===== config.mk =====
export PLATFORM = sky130hd
export DESIGN_NAME = segisect_diff
export DESIGN_NICKNAME = d
export VERILOG_FILES = /design/src/segisect_pkg.sv /design/src/segisect_diff.sv
export SDC_FILE = /design/constraint.sdc
export NUM_CORES = 1
export LEC_CHECK = 0
export ABC_CLOCK_PERIOD_IN_PS = 5100
export BUFFER_PORTS_ARGS = -buffer_cell sky130_fd_sc_hd__buf_4
export CAP_MARGIN = 25
export CORE_AREA = 3 3 387 389
export CTS_CLUSTER_SIZE = 10
export DETAILED_ROUTE_END_ITERATION = 8
export DIE_AREA = 0 0 390 392
export SLEW_MARGIN = 0
export SYNTH_ARGS = -nofsm -noshare
export SYNTH_HDL_FRONTEND = slang
export SYNTH_SLANG_ARGS = --single-unit

===== constraint.sdc =====
create_clock -name clk_i -period 5.1 [get_ports clk_i]
set_input_delay 0.765 -clock clk_i [delete_from_list [all_inputs] [get_ports clk_i]]
set_output_delay 0.765 -clock clk_i [all_outputs]
set_load 0.01 [all_outputs]

===== src/segisect_pkg.sv =====
// shared types for the segment intersection pipeline
// no dependencies
package segisect_pkg;

  typedef struct packed {
    logic neg;
    logic zero;
  } segisect_sign_t;

  localparam int unsigned NumOrient = 4;

endpackage


===== src/segisect_diff.sv =====
// first stage: coordinate differences and per-segment min/max
// depends on segisect_pkg
module segisect_diff #(
  parameter int unsigned COORD_BITS = 31
) (
  input  logic                         clk_i,
  input  logic                         en_i,
  input  logic signed [COORD_BITS-1:0] ax_i,
  input  logic signed [COORD_BITS-1:0] ay_i,
  input  logic signed [COORD_BITS-1:0] bx_i,
  input  logic signed [COORD_BITS-1:0] by_i,
  input  logic signed [COORD_BITS-1:0] cx_i,
  input  logic signed [COORD_BITS-1:0] cy_i,
  input  logic signed [COORD_BITS-1:0] dx_i,
  input  logic signed [COORD_BITS-1:0] dy_i,
  output logic signed [COORD_BITS:0]   ux_o [segisect_pkg::NumOrient],
  output logic signed [COORD_BITS:0]   uy_o [segisect_pkg::NumOrient],
  output logic signed [COORD_BITS:0]   vx_o [segisect_pkg::NumOrient],
  output logic signed [COORD_BITS:0]   vy_o [segisect_pkg::NumOrient],
  output logic signed [COORD_BITS-1:0] s1min_o [2],
  output logic signed [COORD_BITS-1:0] s1max_o [2],
  output logic signed [COORD_BITS-1:0] s2min_o [2],
  output logic signed [COORD_BITS-1:0] s2max_o [2]
);
  import segisect_pkg::*;

  localparam int unsigned DW = COORD_BITS + 1;

  logic signed [DW-1:0] axe, aye, bxe, bye, cxe, cye, dxe, dye;
  logic signed [DW-1:0] ux_d [NumOrient];
  logic signed [DW-1:0] uy_d [NumOrient];
  logic signed [DW-1:0] vx_d [NumOrient];
  logic signed [DW-1:0] vy_d [NumOrient];
  logic signed [COORD_BITS-1:0] s1min_d [2];
  logic signed [COORD_BITS-1:0] s1max_d [2];
  logic signed [COORD_BITS-1:0] s2min_d [2];
  logic signed [COORD_BITS-1:0] s2max_d [2];
  logic signed [DW-1:0] ux_q [NumOrient];
  logic signed [DW-1:0] uy_q [NumOrient];
  logic signed [DW-1:0] vx_q [NumOrient];
  logic signed [DW-1:0] vy_q [NumOrient];
  logic signed [COORD_BITS-1:0] s1min_q [2];
  logic signed [COORD_BITS-1:0] s1max_q [2];
  logic signed [COORD_BITS-1:0] s2min_q [2];
  logic signed [COORD_BITS-1:0] s2max_q [2];

  assign axe = DW'(ax_i);
  assign aye = DW'(ay_i);
  assign bxe = DW'(bx_i);
  assign bye = DW'(by_i);
  assign cxe = DW'(cx_i);
  assign cye = DW'(cy_i);
  assign dxe = DW'(dx_i);
  assign dye = DW'(dy_i);

  always_comb begin
    // (a-c) x (d-c)
    ux_d[0] = axe - cxe;
    uy_d[0] = aye - cye;
    vx_d[0] = dxe - cxe;
    vy_d[0] = dye - cye;
    // (b-c) x (d-c)
    ux_d[1] = bxe - cxe;
    uy_d[1] = bye - cye;
    vx_d[1] = dxe - cxe;
    vy_d[1] = dye - cye;
    // (b-a) x (c-a)
    ux_d[2] = bxe - axe;
    uy_d[2] = bye - aye;
    vx_d[2] = cxe - axe;
    vy_d[2] = cye - aye;
    // (b-a) x (d-a)
    ux_d[3] = bxe - axe;
    uy_d[3] = bye - aye;
    vx_d[3] = dxe - axe;
    vy_d[3] = dye - aye;

    s1min_d[0] = (ax_i > bx_i) ? bx_i : ax_i;
    s1max_d[0] = (ax_i > bx_i) ? ax_i : bx_i;
    s1min_d[1] = (ay_i > by_i) ? by_i : ay_i;
    s1max_d[1] = (ay_i > by_i) ? ay_i : by_i;
    s2min_d[0] = (cx_i > dx_i) ? dx_i : cx_i;
    s2max_d[0] = (cx_i > dx_i) ? cx_i : dx_i;
    s2min_d[1] = (cy_i > dy_i) ? dy_i : cy_i;
    s2max_d[1] = (cy_i > dy_i) ? cy_i : dy_i;
  end

  always_ff @(posedge clk_i) begin
    if (en_i) begin
      ux_q    <= ux_d;
      uy_q    <= uy_d;
      vx_q    <= vx_d;
      vy_q    <= vy_d;
      s1min_q <= s1min_d;
      s1max_q <= s1max_d;
      s2min_q <= s2min_d;
      s2max_q <= s2max_d;
    end
  end

  assign ux_o    = ux_q;
  assign uy_o    = uy_q;
  assign vx_o    = vx_q;
  assign vy_o    = vy_q;
  assign s1min_o = s1min_q;
  assign s1max_o = s1max_q;
  assign s2min_o = s2min_q;
  assign s2max_o = s2max_q;

endmodule


==> impl_results.md <==
- IO Count: 1010
- Leak Pwr: 23.3 nW
- Worst VDD drop: 286 uV
- Netlist cell types: 88
- Layout cells sized above 1: 0.261
- WP buf/inv: 3
- CTS buffer count: 81
- Cell with the most instances after synthesis: edfxtp_1
- Cells after Synth: 3797
- Largest net degree at the start of global routing: 110
- Initial antenna violation count: 5
- # setup viols final: 0
- M1 wire length: 64200 um
- Crit path cell chain: buf_4 -> inv_1 -> ha_1 -> fa_1 -> nor2b_1 -> o21ai_1 -> a21boi_1 -> o221a_2 -> o211a_1 -> a31oi_1 -> o21bai_2 -> a41oi_2 -> a21oi_4 -> buf_12 -> mux2_1
- CP max-delay cell: fa_1
- Layout Nets: 5318
- Total track usage: 0.207
- Iter 0 DRT Violations: 2162
- Peak fanout along the critical path: 40
- Slew @ Worst Pin: 0.978 ns
- First-pass GRT wire length: 233000 um
- Hold-fix buffers, CTS: 0
- Yosys reg bits: 630
- Crit-path leading delay family: compound AO/OA/AOI/OAI gates
- Top cell type's share of synthesized area: 0.446
- DR pass1 iterations: 5
- Period Utilization, post-route: 0.774
- Final Hold Viols: 0
- Post-DP HPWL: 136000 um
- Hold_ws: 0.409 ns
- Unrepaired setup endpoints after global routing: false
- Ys flop type: edfxtp_1
- Post-CTS setup buffers: 0
- Antenna-violating nets left: 0
- Max clock buf depth: 3
- Outcome: complete, no violations
- Clk root buf: clkbuf_16
- Post-synth top area cell: edfxtp_1
- Vias per cell: 5.08
- Synth Cell Area: 42400 um2
- Async set or reset register ratio after synthesis: 0
- Yosys warnings: 0
- Crit path time final: 3.95 ns
- Routability Congestion: 0.936
- PwrDens: 342 nW/um2
- Average wire per standard cell: 25.0 um
- Drt drc: 0
- Via count: 33900
- Slew headroom: 0.331
- Crit path capture type: flip-flop
- Worst Path Required: 5.51 ns
- Die W: 390 um
- Die H: 392 um
- I/O Buffers: 1009
- CP arrival: 4.35 ns
- Synth area leaders: edfxtp_1 (45%), ha_1 (11%), xnor2_1 (4.9%)
- Area delta synth->final: 26.6%
- Hold/Removal Path Class: input port to flip-flop
- Post-Route WL: 166000 um
- Synth cell count leaders: edfxtp_1 (630), ha_1 (376), a21oi_1 (308)
- H-tree Lvls: 3
- Fmax achieved: 253 MHz
- CTS sink count: 630
- Metal3 WL: 10900 um
- Seq/Total Area, Yosys: 0.446
- Slew Viols, Final: 0
- Area of the core: 147000 um2
- Syn avg cell area: 11.2 um2
- Max-Cap Viols: 0
- Largest stage delay on the critical path: 0.44 ns
- Grt total ovfl: 0
- Vias in the first global route: 33800
- CTS clk-pin slew, worst paths: 0.05 ns
- Post-CTS sizing: 0
- Initial Util: 0.288
- Met2 WL: 85100 um
- Setup TNS: 0 ns
- Startpoint types: input port
- Kind of critical path: input port to flip-flop
- CTS tree: built
- Max Used Layer: met5
- Die area: 153000 um2
- Site Rows: 141
- Post-synth EDFFs: 630
- Syn Nets: 4435
[per-stage QoR]
step / std cells / total power, mW / area, um2 / utilization / worst slack [ns]
2_1_floorplan: 3797 / 10.2 / 42400 / - / 1.38
3_3_place_gp: 6527 / 13.1 / 51300 / 0.349 / 0.513
3_5_place_dp: 6527 / 13.1 / 51300 / 0.349 / 0.478
4_1_cts: 6658 / 18.6 / 53700 / 0.365 / 1.22
5_1_grt: 6660 / 19.2 / 53700 / 0.365 / 0.996
6_report: 6660 / 18.3 / 53700 / 0.365 / 1.15
[layout by cell type (no fill, tap or decap), drive strengths merged, types with 14 or more instances in the layout]
cell type,count
mux2i,77
o21bai,67
buf,1046
a21oi,312
nor2,169
clkinv,26
a211oi,31
o21ai,199
clkbuf,101
edfxtp,630
nand4,40
xnor2,239
nor2b,124
mux2,174
nand2,143
xor2,85
a21o,197
ha,376
o21a,41
nor3,44
a21boi,14
and3,21
nand3,35
a31oi,33
inv,224
a221o,64
nand2b,57
[final timing paths]
kind,from,end,slack [ns],cells past startpoint
worst min-delay path,dx_i[2],s2max_o[33]$_DFFE_PP_,0.41,2
worst max-delay path,bx_i[0],s1max_o[39]$_DFFE_PP_,1.15,15
[routing by layer]
| metal | up-vias | global-route usage |
|---|---|---|
| li1 | 15800 | - |
| met1 | 16600 | 0.236 |
| met2 | 1229 | 0.379 |
| met3 | 223 | 0.0431 |
| met4 | 2 | 0.0794 |
| met5 | - | 0 |
[state kept, by name, summed over array words and instances, names as in the netlist]
name / flops
uy_o: 96
s2max_o: 62
vy_o: 95
s2min_o: 62
vx_o: 96
ux_o: 95
s1max_o: 62
s1min_o: 62
[layout make-up]
cell class,instances,area (um2)
multi-input combinational,2697,21200
sequential,630,18900
antenna,2,5.00
inverter,224,841
timing repair buffer,1046,7990
fill,14600,93400
clock inverter,30,240
tap,1930,2410
clock buffer,101,2170
[power by group]
part	total [mW]	leakage, nW	switching [mW]	internal (mW)
clock	5.40	1.17	2.32	3.09
combinational	5.82	16.0	3.26	2.55
sequential	7.13	6.16	0.410	6.72
[cell families after synthesis]
logic type / count (synthesis) / share of synthesized area
compound gates: 1058 / 0.165
xor+xnor: 324 / 0.0669
fa+ha+maj: 388 / 0.117
buf+inv: 470 / 0.0565
flops: 630 / 0.446
mux: 251 / 0.0693
simple gates: 676 / 0.0800
(Power assumes the default switching activity.)
